**config.mk**
```make
export PLATFORM = sky130hd
export DESIGN_NAME = pid_position_hbridge_drive_unit
export DESIGN_NICKNAME = d
export VERILOG_FILES = /design/src/design/pidhb_pkg.sv /design/src/design/pidhb_cfg.sv /design/src/design/pidhb_front.sv /design/src/design/pidhb_law.sv /design/src/design/pid_position_hbridge_drive_unit.sv
export SDC_FILE = /design/constraint.sdc
export NUM_CORES = 2
export LEC_CHECK = 0
export BUFFER_PORTS_ARGS = -buffer_cell sky130_fd_sc_hd__clkbuf_2
export CORE_MARGIN = 4
export CORE_UTILIZATION = 70
export CTS_CLUSTER_DIAMETER = 60
export CTS_CLUSTER_SIZE = 25
export DETAILED_ROUTE_END_ITERATION = 7
export PLACE_DENSITY_LB_ADDON = 0.08
export SLEW_MARGIN = 0
export SYNTH_ARGS = -nofsm -noshare
export SYNTH_HDL_FRONTEND = slang
export SYNTH_SLANG_ARGS = --single-unit
```
**constraint.sdc**
```tcl
create_clock -name clk -period 25.3 [get_ports clk]
set_input_delay 2.53 -clock clk [delete_from_list [all_inputs] [get_ports clk]]
set_output_delay 2.53 -clock clk [all_outputs]
set_load 0.005 [all_outputs]
```
**src/design/pidhb_pkg.sv**
```systemverilog
`default_nettype none

package pidhb_pkg;

  localparam int CFG_W   = 16;
  localparam int CFG_IDX = 3;
  localparam int CNT_W   = 16;
  localparam int GAIN_W  = 10;
  localparam int ERR_W   = 18;
  localparam int DER_W   = 19;
  localparam int SUM_W   = 32;
  localparam int DRV_W   = 16;

  localparam logic signed [15:0] SETPOINT_RST = 16'sd10000;
  localparam logic [GAIN_W-1:0]  KP_RST       = 10'd80;
  localparam logic [GAIN_W-1:0]  KD_RST       = 10'd3;
  localparam logic [GAIN_W-1:0]  KI_RST       = 10'd10;
  localparam logic [15:0]        ZONE_RST     = 16'd320;
  localparam logic [15:0]        LIMIT_RST    = 16'd26667;
  localparam logic [15:0]        CENTER_RST   = 16'hFFFF / 16'd2;

  localparam logic signed [SUM_W-1:0] SUM_MAX = {1'b0, {(SUM_W-1){1'b1}}};
  localparam logic signed [SUM_W-1:0] SUM_MIN = {1'b1, {(SUM_W-1){1'b0}}};

  typedef enum logic [CFG_IDX-1:0] {
    REG_SETPOINT   = 3'd0,
    REG_GAIN_PROP  = 3'd1,
    REG_GAIN_DERIV = 3'd2,
    REG_GAIN_INTEG = 3'd3,
    REG_ZONE       = 3'd4,
    REG_LIMIT      = 3'd5,
    REG_CENTER     = 3'd6
  } cfg_reg_t;

  typedef struct packed {
    logic signed [15:0] setpoint;
    logic [GAIN_W-1:0]  gain_prop;
    logic [GAIN_W-1:0]  gain_deriv;
    logic [GAIN_W-1:0]  gain_integ;
    logic [15:0]        integral_zone;
    logic [15:0]        pwm_limit;
    logic [15:0]        encoder_center;
  } cfg_t;

  // error terms handed from the error stage to the control-law stage
  typedef struct packed {
    logic signed [ERR_W-1:0] err;
    logic signed [DER_W-1:0] deriv;
    logic signed [SUM_W-1:0] integ;
  } terms_t;

endpackage

`default_nettype wire

```
**src/design/pidhb_cfg.sv**
```systemverilog
`default_nettype none

module pidhb_cfg
  import pidhb_pkg::*;
(
  input  wire logic               clk,
  input  wire logic               rst_n,
  input  wire logic               cfg_we,
  input  wire logic [CFG_IDX-1:0] cfg_index,
  input  wire logic [CFG_W-1:0]   cfg_wdata,
  output cfg_t                    cfg
);

  cfg_t cfg_r;
  cfg_t cfg_nxt;

  always_comb begin
    cfg_nxt = cfg_r;
    if (cfg_we) begin
      case (cfg_reg_t'(cfg_index))
        REG_SETPOINT:   cfg_nxt.setpoint       = $signed(cfg_wdata);
        REG_GAIN_PROP:  cfg_nxt.gain_prop      = cfg_wdata[GAIN_W-1:0];
        REG_GAIN_DERIV: cfg_nxt.gain_deriv     = cfg_wdata[GAIN_W-1:0];
        REG_GAIN_INTEG: cfg_nxt.gain_integ     = cfg_wdata[GAIN_W-1:0];
        REG_ZONE:       cfg_nxt.integral_zone  = cfg_wdata;
        REG_LIMIT:      cfg_nxt.pwm_limit      = cfg_wdata;
        REG_CENTER:     cfg_nxt.encoder_center = cfg_wdata;
        default:        cfg_nxt = cfg_r;
      endcase
    end
  end

  always_ff @(posedge clk) begin
    if (!rst_n) begin
      cfg_r.setpoint       <= SETPOINT_RST;
      cfg_r.gain_prop      <= KP_RST;
      cfg_r.gain_deriv     <= KD_RST;
      cfg_r.gain_integ     <= KI_RST;
      cfg_r.integral_zone  <= ZONE_RST;
      cfg_r.pwm_limit      <= LIMIT_RST;
      cfg_r.encoder_center <= CENTER_RST;
    end else begin
      cfg_r <= cfg_nxt;
    end
  end

  assign cfg = cfg_r;

endmodule

`default_nettype wire

```
**src/design/pidhb_front.sv**
```systemverilog
`default_nettype none

module pidhb_front
  import pidhb_pkg::*;
(
  input  wire logic             clk,
  input  wire logic             rst_n,
  input  wire cfg_t             cfg,
  input  wire logic             in_valid,
  output logic                  in_stall,
  input  wire logic [CNT_W-1:0] in_encoder_count,
  input  wire logic             take,
  output logic                  terms_valid,
  output terms_t                terms
);

  logic              s1_valid_r, s1_valid_nxt;
  logic [CNT_W-1:0]  s1_count_r;
  logic              s2_valid_r, s2_valid_nxt;
  terms_t            s2_terms_r;
  logic signed [ERR_W-1:0] last_error_r;
  logic signed [SUM_W-1:0] error_sum_r;

  logic              s2_free, s1_mv, s1_free, in_xfer;
  logic signed [ERR_W-1:0] err;
  logic [ERR_W-1:0]  abs_err;
  logic              in_zone;
  logic signed [DER_W-1:0] deriv;
  logic signed [SUM_W:0]   sum_ext;
  logic signed [SUM_W-1:0] integ;

  assign s2_free  = !s2_valid_r || take;
  assign s1_mv    = s1_valid_r && s2_free;
  assign s1_free  = !s1_valid_r || s2_free;
  assign in_stall = !s1_free;
  assign in_xfer  = in_valid && s1_free;

  always_comb begin
    err = $signed({2'b00, s1_count_r}) - $signed({2'b00, cfg.encoder_center})
          - $signed({{2{cfg.setpoint[15]}}, cfg.setpoint});
    abs_err = err[ERR_W-1] ? ERR_W'(-err) : ERR_W'(err);
    in_zone = abs_err < {2'b00, cfg.integral_zone};
    deriv   = $signed({err[ERR_W-1], err}) - $signed({last_error_r[ERR_W-1], last_error_r});
    sum_ext = $signed({error_sum_r[SUM_W-1], error_sum_r})
              + $signed({{(SUM_W+1-ERR_W){err[ERR_W-1]}}, err});
    if (!in_zone) begin
      integ = '0;
    end else if (sum_ext[SUM_W] != sum_ext[SUM_W-1]) begin
      // 32-bit saturation
      integ = sum_ext[SUM_W] ? SUM_MIN : SUM_MAX;
    end else begin
      integ = sum_ext[SUM_W-1:0];
    end
  end

  always_comb begin
    s1_valid_nxt = s1_free ? in_valid : s1_valid_r;
    if (s1_mv) begin
      s2_valid_nxt = 1'b1;
    end else if (take) begin
      s2_valid_nxt = 1'b0;
    end else begin
      s2_valid_nxt = s2_valid_r;
    end
  end

  always_ff @(posedge clk) begin
    if (!rst_n) begin
      s1_valid_r   <= 1'b0;
      s2_valid_r   <= 1'b0;
      last_error_r <= '0;
      error_sum_r  <= '0;
    end else begin
      s1_valid_r <= s1_valid_nxt;
      s2_valid_r <= s2_valid_nxt;
      if (s1_mv) begin
        last_error_r <= err;
        error_sum_r  <= integ;
      end
    end
  end

  always_ff @(posedge clk) begin
    if (in_xfer) begin
      s1_count_r <= in_encoder_count;
    end
    if (s1_mv) begin
      s2_terms_r.err   <= err;
      s2_terms_r.deriv <= deriv;
      s2_terms_r.integ <= integ;
    end
  end

  assign terms_valid = s2_valid_r;
  assign terms       = s2_terms_r;

`ifndef SYNTHESIS
  a_zone_clear: assert property (@(posedge clk) disable iff (!rst_n)
    s1_mv && !in_zone |=> error_sum_r == '0)
    else $error("integral not cleared outside zone");
  a_state_hold: assert property (@(posedge clk) disable iff (!rst_n)
    !s1_mv |=> $stable(last_error_r) && $stable(error_sum_r))
    else $error("controller state changed without a transfer");
  a_stall_full: assert property (@(posedge clk) disable iff (!rst_n)
    in_stall |-> s1_valid_r && s2_valid_r)
    else $error("input stalled with free pipeline slot");
`endif

endmodule

`default_nettype wire

```
**src/design/pidhb_law.sv**
```systemverilog
`default_nettype none

module pidhb_law
  import pidhb_pkg::*;
(
  input  wire logic              clk,
  input  wire logic              rst_n,
  input  wire cfg_t              cfg,
  input  wire logic              terms_valid,
  input  wire terms_t            terms,
  output logic                   take,
  output logic                   out_valid,
  input  wire logic              out_stall,
  output logic [DRV_W-1:0]       out_drive_forward,
  output logic [DRV_W-1:0]       out_drive_reverse
);

  localparam int PID_W = 44;

  logic                 out_valid_r, out_valid_nxt;
  logic [DRV_W-1:0]     fwd_r, rev_r, fwd_nxt, rev_nxt;

  logic signed [28:0]   prod_p;
  logic signed [29:0]   prod_d;
  logic signed [42:0]   prod_i;
  logic signed [PID_W-1:0] pid;
  logic [PID_W-1:0]     mag;
  logic [DRV_W-1:0]     drive;
  logic                 err_pos, err_neg;

  assign take = !out_valid_r || !out_stall;

  always_comb begin
    prod_p = $signed({1'b0, cfg.gain_prop})  * $signed(terms.err);
    prod_d = $signed({1'b0, cfg.gain_deriv}) * $signed(terms.deriv);
    prod_i = $signed({1'b0, cfg.gain_integ}) * $signed(terms.integ);
    pid = $signed({{(PID_W-29){prod_p[28]}}, prod_p})
        + $signed({{(PID_W-30){prod_d[29]}}, prod_d})
        + $signed({{(PID_W-43){prod_i[42]}}, prod_i});
    mag = pid[PID_W-1] ? PID_W'(-pid) : PID_W'(pid);
    drive = (mag > {{(PID_W-DRV_W){1'b0}}, cfg.pwm_limit}) ? cfg.pwm_limit : mag[DRV_W-1:0];
    // channel follows the sign of the error, not of the pid sum
    err_pos = !terms.err[ERR_W-1] && (terms.err != '0);
    err_neg = terms.err[ERR_W-1];
    fwd_nxt = err_pos ? drive : '0;
    rev_nxt = err_neg ? drive : '0;
    out_valid_nxt = take ? terms_valid : out_valid_r;
  end

  always_ff @(posedge clk) begin
    if (!rst_n) begin
      out_valid_r <= 1'b0;
    end else begin
      out_valid_r <= out_valid_nxt;
    end
  end

  always_ff @(posedge clk) begin
    if (take && terms_valid) begin
      fwd_r <= fwd_nxt;
      rev_r <= rev_nxt;
    end
  end

  assign out_valid         = out_valid_r;
  assign out_drive_forward = fwd_r;
  assign out_drive_reverse = rev_r;

`ifndef SYNTHESIS
  a_one_side: assert property (@(posedge clk) disable iff (!rst_n)
    out_valid_r |-> (fwd_r == '0) || (rev_r == '0))
    else $error("both bridge sides driven");
  a_zero_err: assert property (@(posedge clk) disable iff (!rst_n)
    take && terms_valid && terms.err == '0 |=> fwd_r == '0 && rev_r == '0)
    else $error("drive on zero error");
`endif

endmodule

`default_nettype wire

```
**src/design/pid_position_hbridge_drive_unit.sv**
```systemverilog
`default_nettype none

// Position PID controller for an H-bridge. Each transfer on the in_ channel carries one
// raw quadrature count; each out_ transfer carries the forward and reverse PWM compare
// values for it, one result per count, in order. The block takes a new count every cycle
// unless out_stall backs the pipeline up and raises in_stall; each count passes the input
// register, the error and integral stage, and the control-law stage with its output
// register. The rate is set by the error/integral update, whose registered state feeds
// straight back into its own next value. Gains, setpoint, integral zone, PWM limit and
// encoder center are written through the cfg_ port and should only change while no counts are in flight.
module pid_position_hbridge_drive_unit
  import pidhb_pkg::*;
(
  input  wire logic               clk,
  input  wire logic               rst_n,
  input  wire logic               cfg_we,
  input  wire logic [CFG_IDX-1:0] cfg_index,
  input  wire logic [CFG_W-1:0]   cfg_wdata,
  input  wire logic               in_valid,
  output logic                    in_stall,
  input  wire logic [CNT_W-1:0]   in_encoder_count,
  output logic                    out_valid,
  input  wire logic               out_stall,
  output logic [DRV_W-1:0]        out_drive_forward,
  output logic [DRV_W-1:0]        out_drive_reverse
);

  cfg_t   cfg;
  terms_t terms;
  logic   terms_valid;
  logic   take;

  pidhb_cfg u_cfg (
    .clk       (clk),
    .rst_n     (rst_n),
    .cfg_we    (cfg_we),
    .cfg_index (cfg_index),
    .cfg_wdata (cfg_wdata),
    .cfg       (cfg)
  );

  pidhb_front u_front (
    .clk              (clk),
    .rst_n            (rst_n),
    .cfg              (cfg),
    .in_valid         (in_valid),
    .in_stall         (in_stall),
    .in_encoder_count (in_encoder_count),
    .take             (take),
    .terms_valid      (terms_valid),
    .terms            (terms)
  );

  pidhb_law u_law (
    .clk               (clk),
    .rst_n             (rst_n),
    .cfg               (cfg),
    .terms_valid       (terms_valid),
    .terms             (terms),
    .take              (take),
    .out_valid         (out_valid),
    .out_stall         (out_stall),
    .out_drive_forward (out_drive_forward),
    .out_drive_reverse (out_drive_reverse)
  );

endmodule

`default_nettype wire

```
======== After elaboration in Yosys (flattened, before gate mapping) ========
Cells that the tools add are included.
operators by class
  multiply operators ...................... 3
  muxes and demuxes ....................... 8
  reduce and logical (&&, ||, !) cells .... 23
  $add $sub $neg .......................... 8
  $lt $le $gt $ge ......................... 2
  equality and inequality tests ........... 7
operators with widths
  kind                                                              count
  32-bit 2-to-1 mux                                                 3
  31-bit by 43-bit adder with 44-bit output                         1
  44-bit by 16-bit > comparator with 1-bit output                   1
  44-bit 2-to-1 mux                                                 1
  44-bit negator                                                    1
  11-bit by 32-bit multiplier with 43-bit output                    1
  32-bit by 18-bit adder with 33-bit output                         1
  29-bit by 30-bit adder with 31-bit output                         1
  11-bit by 19-bit multiplier with 30-bit output                    1
  11-bit by 18-bit multiplier with 29-bit output                    1
  18-bit by 18-bit subtractor with 19-bit output                    1
  18-bit by 16-bit < comparator with 1-bit output                   1
  18-bit 2-to-1 mux                                                 1
  18-bit negator                                                    1
  18-bit nonzero test                                               1
  17-bit by 16-bit subtractor with 18-bit output                    1
  16-bit by 16-bit subtractor with 17-bit output                    1
  16-bit 2-to-1 mux                                                 1
  2-bit AND reduction                                               7
  3-bit == test (second input constant)                             3
  3-bit by 2-bit == test with 1-bit output (second input constant)  2
  1-bit zero test                                                   6
  1-bit logical AND                                                 4
  3-bit by 1-bit == test with 1-bit output (second input constant)  1
  5 further kinds                                                   8
storage, ports and cells
  output and inout bits ................... 34
  bits of input ports ..................... 40
  register bits after elaboration ......... 264

======== Logic depth before layout (Yosys ltp) ========
  word-level depth ........................ 7
  depth in mapped cells ................... 44
  depth with buffers taken out ............ 40

======== By module ========
A second synthesis with hierarchy kept.
second synthesis, totals
  cell total of the unflattened synthesis .. 4741
  area, all modules ....................... 44395.1 um^2
modules (own cells, without submodules)
  module       seq. area each (um^2)  area an instance (um^2)  cells each  instances
  pidhb_law    980.9                  31307.5                  3351        1
  pidhb_front  3593.4                 9449.1                   1043        1
  pidhb_cfg    1881.8                 3638.5                   347         1

======== Worst setup path after synthesis ========
No wires, ideal clock.
  path type ............................... register -> register
  start point ............................. register u_front.s2_terms_r, in the netlist u_front.terms[68]
  end point ............................... register u_law.fwd_r[15], in the netlist u_law.out_drive_forward[15], data pin
  arrival ................................. 10.657 ns
  clock period less this slack ............ 10.944 ns
  stages on the path, launching flop included .. 43
  buffers on the path ..................... 5
  required time ........................... 25.013 ns
  setup slack ............................. 14.356 ns
  path through ............................ edfxtp_1 clkbuf_1 nand2_1 inv_1 fa_1 inv_1 fa_1 inv_1 fa_1 fa_1 inv_1 fa_1 inv_1 fa_1 inv_1 fa_1 inv_1 fa_1 [... 7 more ...] o211ai_1 clkbuf_1 clkbuf_1 o31ai_1 xnor2_1 ha_1 a21oi_1 a211oi_1 a2111oi_0 a21oi_1 a211oi_1 o2111ai_1 nor4_1 nand4_1 nor4_4 buf_6 mux2i_1 nor2_1
on the way
  longest elaborated chain between the ends .. 7
ends and longest elaborated chain
  what                                             RTL line           RTL
  start: declaration                               pidhb_front.sv:20  terms_t s2_terms_r;
  11-bit by 18-bit multiplier with 29-bit output   pidhb_law.sv:34    prod_p = $signed({1'b0, cfg.gain_prop}) * $signed(terms.err);
  29-bit by 30-bit adder with 31-bit output        pidhb_law.sv:38    + $signed({{(PID_W-30){prod_d[29]}}, prod_d})
  31-bit by 43-bit adder with 44-bit output        pidhb_law.sv:39    + $signed({{(PID_W-43){prod_i[42]}}, prod_i});
  44-bit negator                                   pidhb_law.sv:40    mag = pid[PID_W-1] ? PID_W'(-pid) : PID_W'(pid);
  44-bit 2-to-1 mux                                pidhb_law.sv:40
  44-bit by 16-bit > comparator with 1-bit output  pidhb_law.sv:41    drive = (mag > {{(PID_W-DRV_W){1'b0}}, cfg.pwm_limit}) ? cfg.pwm_limit : mag[DRV_W-1:0];
  16-bit 2-to-1 mux                                pidhb_law.sv:41
  end signal: assignment                           pidhb_law.sv:60    fwd_r <= fwd_nxt;
  end: declaration                                 pidhb_law.sv:21    logic [DRV_W-1:0] fwd_r, rev_r, fwd_nxt, rev_nxt;
Several ways; a longest one is shown, not always the timed one.
A chain may end at the register's enable or synchronous reset.

======== Final worst setup path ========
  start point ............................. register u_cfg.cfg_r, in the netlist u_cfg.cfg[60]
  end point ............................... register u_law.rev_r[9], in the netlist u_law.out_drive_reverse[9], data pin
on the way
  longest elaborated chain between the ends .. 7
ends and longest elaborated chain
  what                                              RTL line         RTL
  start: declaration                                pidhb_cfg.sv:14  cfg_t cfg_r;
  start signal: assignment                          pidhb_cfg.sv:43  cfg_r <= cfg_nxt;
  11-bit by 19-bit multiplier with 30-bit output *  pidhb_law.sv:35  prod_d = $signed({1'b0, cfg.gain_deriv}) * $signed(terms.deriv);
  29-bit by 30-bit adder with 31-bit output *       pidhb_law.sv:38
  31-bit by 43-bit adder with 44-bit output *       pidhb_law.sv:39
  44-bit negator                                    pidhb_law.sv:40
  44-bit 2-to-1 mux *                               pidhb_law.sv:40
  44-bit by 16-bit > comparator with 1-bit output   pidhb_law.sv:41
  16-bit 2-to-1 mux *                               pidhb_law.sv:41
  end signal: assignment                            pidhb_law.sv:61  rev_r <= rev_nxt;
  end: declaration                                  pidhb_law.sv:21
Every way passes the cells marked *; elsewhere a longest branch is shown, timed or not.

==> summary.md <==
### Die
* **number of top-level design ports** 74
* **Die Span Y** 256 microns
* **die area** 65,700 sq um
* **core area** 60,700 sq um
* **overall die width** 256 microns
* **number of cell rows** 90
* **initial core utilization** 0.711

### Timing
* **Hold Violations, Final** 0
* **Slew Limit Fails** 0
* **slew of the pin with the lowest slew margin** 1.24 ns
* **portion of the clock cycle consumed by the worst path in the final layout** 0.472
* **achievable frequency** 0.0837 GHz
* **minimum period implied by the final worst setup slack** 11.95 ns
* **number of endpoints failing setup at the final stage** 0
* **post-route setup TNS** 0 ns
* **max-slew headroom at the worst pin** 0.171
* **RSZ-0062 raised after global routing** no
* **clock skew after layout** 0.0729 ns

### Clocking
* **number of buffers added for setup after CTS** 0
* **clock-pin slew on the worst setup and hold paths** 0.08 ns
* **CTS sink count** 264
* **Clk Latency, worst-skew pair** 0.65 ns
* **Clk Tree Root Cell** sky130_fd_sc_hd__clkbuf_16
* **H-tree levels** 1
* **TritonCTS clock tree** done
* **CTS Buf Count** 28
* **number of hold buffers added after cts** 0
* **worst-case clock buffer depth** 3
* **post-cts gate resize count** 0

### Placement
* **final weighted congestion in routability-driven placement** 0.972
* **count of buffers from port buffering** 73
* **estimated wirelength of the detail-placed design** 90,700 microns

### Detailed routing
* **detailed-route via count** 32,000
* **first-pass iteration count of the detailed router** 8
* **remaining number of nets flagged by the antenna check after routing** 0
* **DRC** 0
* **number of DRC markers after the initial detailed-route iteration** 2,308
* **per-cell routed wire length** 20.5 microns
* **number of vias per cell after detailed routing** 5.88
* **Total Routed Length** 111,000 microns

### Critical path
* **slowest cell on the critical path** sky130_fd_sc_hd__fa_1
* **length in cells of the worst reg-to-reg path** 33
* **cell type with the highest occurrence count on the critical path** sky130_fd_sc_hd__fa_1
* **delay of the slowest cell on the worst path** 1.00 ns
* **Setup CP Type** reg2reg
* **CP max FO** 23
* **worst path required time** 25.68 ns
* **kind of end point of the critical path** register
* **data arrival time at the worst-slack endpoint** 12.33 ns
* **startpoint class of the critical path** register

### Layout
* **Nets** 5,784
* **share of post-route cells with drive strength above 1** 0.0425
* **sequential standard cell area** 6460 sq um
* **ANT cells** 0
* **layout-stage area growth over the synthesis result** 4.61%
* **number of inserted filler cells in the final layout** 4,612
* **area taken by multi-input logic gates** 32,600 sq um

### Yosys
* **dominant cell type by area after synthesis** sky130_fd_sc_hd__fa_1
* **synthesized instance count** 4,682
* **number of distinct library cell variants in the gate-level netlist after synthesis** 83
* **Syn. warnings** 0
* **most numerous cell in the Yosys netlist** sky130_fd_sc_hd__inv_1
* **sequential cell area fraction in the yosys report** 0.150
* **share of the synthesized area in the top cell type** 0.370
* **most frequent cells after synthesis** sky130_fd_sc_hd__inv_1, sky130_fd_sc_hd__fa_1, sky130_fd_sc_hd__and2_1
* **cell types with the largest area share after synthesis** sky130_fd_sc_hd__fa_1, sky130_fd_sc_hd__ha_1, sky130_fd_sc_hd__edfxtp_1, sky130_fd_sc_hd__inv_1, sky130_fd_sc_hd__and2_1
* **post-synthesis sequential element count** 264
* **EDFF count, synth** 117
* **Synth Area per Inst** 9.22 sq um
* **Post-synth ARST share** 0
* **post-synthesis cell area** 43,200 sq um
* **Synth Flop Type** sky130_fd_sc_hd__dfxtp_1
* **total nets after synthesis** 5,825

### Outcome
* **run status** completed

### Global routing
* **vias in the first global route** 33,700
* **grt ovf** 0
* **pin count of the biggest net entering global routing** 91
* **gr usage total** 0.348
* **antenna violations before repair** 4
* **wire length of the first global-routing pass** 181,000 microns

### Worst hold path
* **hold depth** 2
* **type of the tightest min-delay check** reg2reg

### Flow run
* **maxcap violations** 0

per-stage QoR:
step	hold WS, ns	cell area [sq um]	instances	setup WS (ns)	util
2_1_floorplan	0.429	43200	4682	14.36	-
3_3_place_gp	0.442	44100	5393	13.77	0.727
3_5_place_dp	0.450	44100	5393	13.50	0.727
4_1_cts	0.464	45200	5445	13.46	0.744
5_1_grt	0.486	45200	5445	12.55	0.744
6_report	0.466	45200	5445	13.35	0.744
registers in the layout (all words and copies together) (netlist names):
name,cells
u_law.out_valid,1
u_front.error_sum_r,32
u_front.terms,69
u_cfg.cfg,94
u_front.last_error_r,18
u_front.s1_count_r,16
u_front.s1_valid_r,1
u_law.out_drive_forward,16
u_front.terms_valid,1
u_law.out_drive_reverse,16
path summary, 6_finish.rpt:
kind	from	slack [ns]	to
setup / recovery	u_cfg.cfg[60]	13.35	u_law.out_drive_reverse[9]
hold / removal	u_front.error_sum_r[15]	0.47	u_front.error_sum_r[15]
setup reg to reg	u_cfg.cfg[60]	13.35	u_law.out_drive_reverse[9]
hold reg to reg	u_front.error_sum_r[15]	0.47	u_front.error_sum_r[15]
layer usage:
| layer | track usage | part of all wire | routed length, microns | vias up |
|---|---|---|---|---|
| met3 | 0.0645 | 0.091 | 10200 | 233 |
| met2 | 0.582 | 0.48 | 53700 | 1164 |
| met5 | 0 | 0 | 0 | - |
| met1 | 0.477 | 0.40 | 44300 | 16200 |
| li1 | - | - | - | 14500 |
| met4 | 0.0874 | 0.029 | 3200 | 0 |
placed cells by master (no fill, tap or decap), types with 7 or more instances in the layout:
cell type / count
sky130_fd_sc_hd__dfxtp_1: 143
sky130_fd_sc_hd__o21bai_1: 16
sky130_fd_sc_hd__a21boi_0: 87
sky130_fd_sc_hd__inv_1: 920
sky130_fd_sc_hd__or4_1: 9
sky130_fd_sc_hd__fa_1: 799
sky130_fd_sc_hd__nor2_1: 213
sky130_fd_sc_hd__a21o_1: 43
sky130_fd_sc_hd__a21oi_1: 114
sky130_fd_sc_hd__nand3_1: 49
sky130_fd_sc_hd__and3_1: 13
sky130_fd_sc_hd__a2111oi_0: 7
sky130_fd_sc_hd__o21ai_0: 117
sky130_fd_sc_hd__nor3_1: 35
sky130_fd_sc_hd__xnor2_1: 98
sky130_fd_sc_hd__nor4_1: 15
sky130_fd_sc_hd__mux2i_1: 20
sky130_fd_sc_hd__a211oi_1: 23
sky130_fd_sc_hd__o21a_1: 31
sky130_fd_sc_hd__or3_1: 21
sky130_fd_sc_hd__nand2b_1: 28
sky130_fd_sc_hd__o211a_1: 7
sky130_fd_sc_hd__buf_4: 38
sky130_fd_sc_hd__xor2_1: 27
sky130_fd_sc_hd__and2_1: 527
sky130_fd_sc_hd__edfxtp_1: 117
sky130_fd_sc_hd__nand2_1: 486
sky130_fd_sc_hd__nand4_1: 23
sky130_fd_sc_hd__clkbuf_2: 72
sky130_fd_sc_hd__o211ai_1: 42
sky130_fd_sc_hd__clkbuf_16: 28
sky130_fd_sc_hd__nor2b_1: 23
sky130_fd_sc_hd__o31ai_1: 16
sky130_fd_sc_hd__ha_1: 304
sky130_fd_sc_hd__a211o_1: 7
sky130_fd_sc_hd__or2_2: 9
sky130_fd_sc_hd__a31oi_1: 11
cell families (layout without fill, tap and decap cells):
group / Yosys count / after routing / synth area share
adders and majority gates: 1103 / 1103 / 0.458
xor gates and xnor gates: 126 / 126 / 0.0256
buffers and inverters: 1103 / 1084 / 0.0962
AOI/OAI and AO/OA: 586 / 586 / 0.0917
DFF: 264 / 264 / 0.150
muxes: 22 / 22 / 0.00516
and+or+nand+nor: 1478 / 1478 / 0.173
layout make-up:
type / instances / share of cell area
Clock inverter: 21 / 0.00654
Sequential cell: 264 / 0.143
Tap cell: 782 / 0.0217
Inverter: 922 / 0.0766
Timing Repair Buffer: 110 / 0.0143
Multi-Input combinational cell: 3315 / 0.722
Clock buffer: 31 / 0.0162
worst max-delay path: cells and delay by family, from the launching register on:
family	cells	cell delay, ns
fa+ha+maj	10	5.38
simple gates	6	1.14
mux	1	0.30
compound gates	12	2.71
flops	1	0.90
buf+inv	3	0.97
xor+xnor	1	0.23
Power is not shown: default switching activity piles up to over one toggle a cycle in this logic, so the estimate is an artifact.
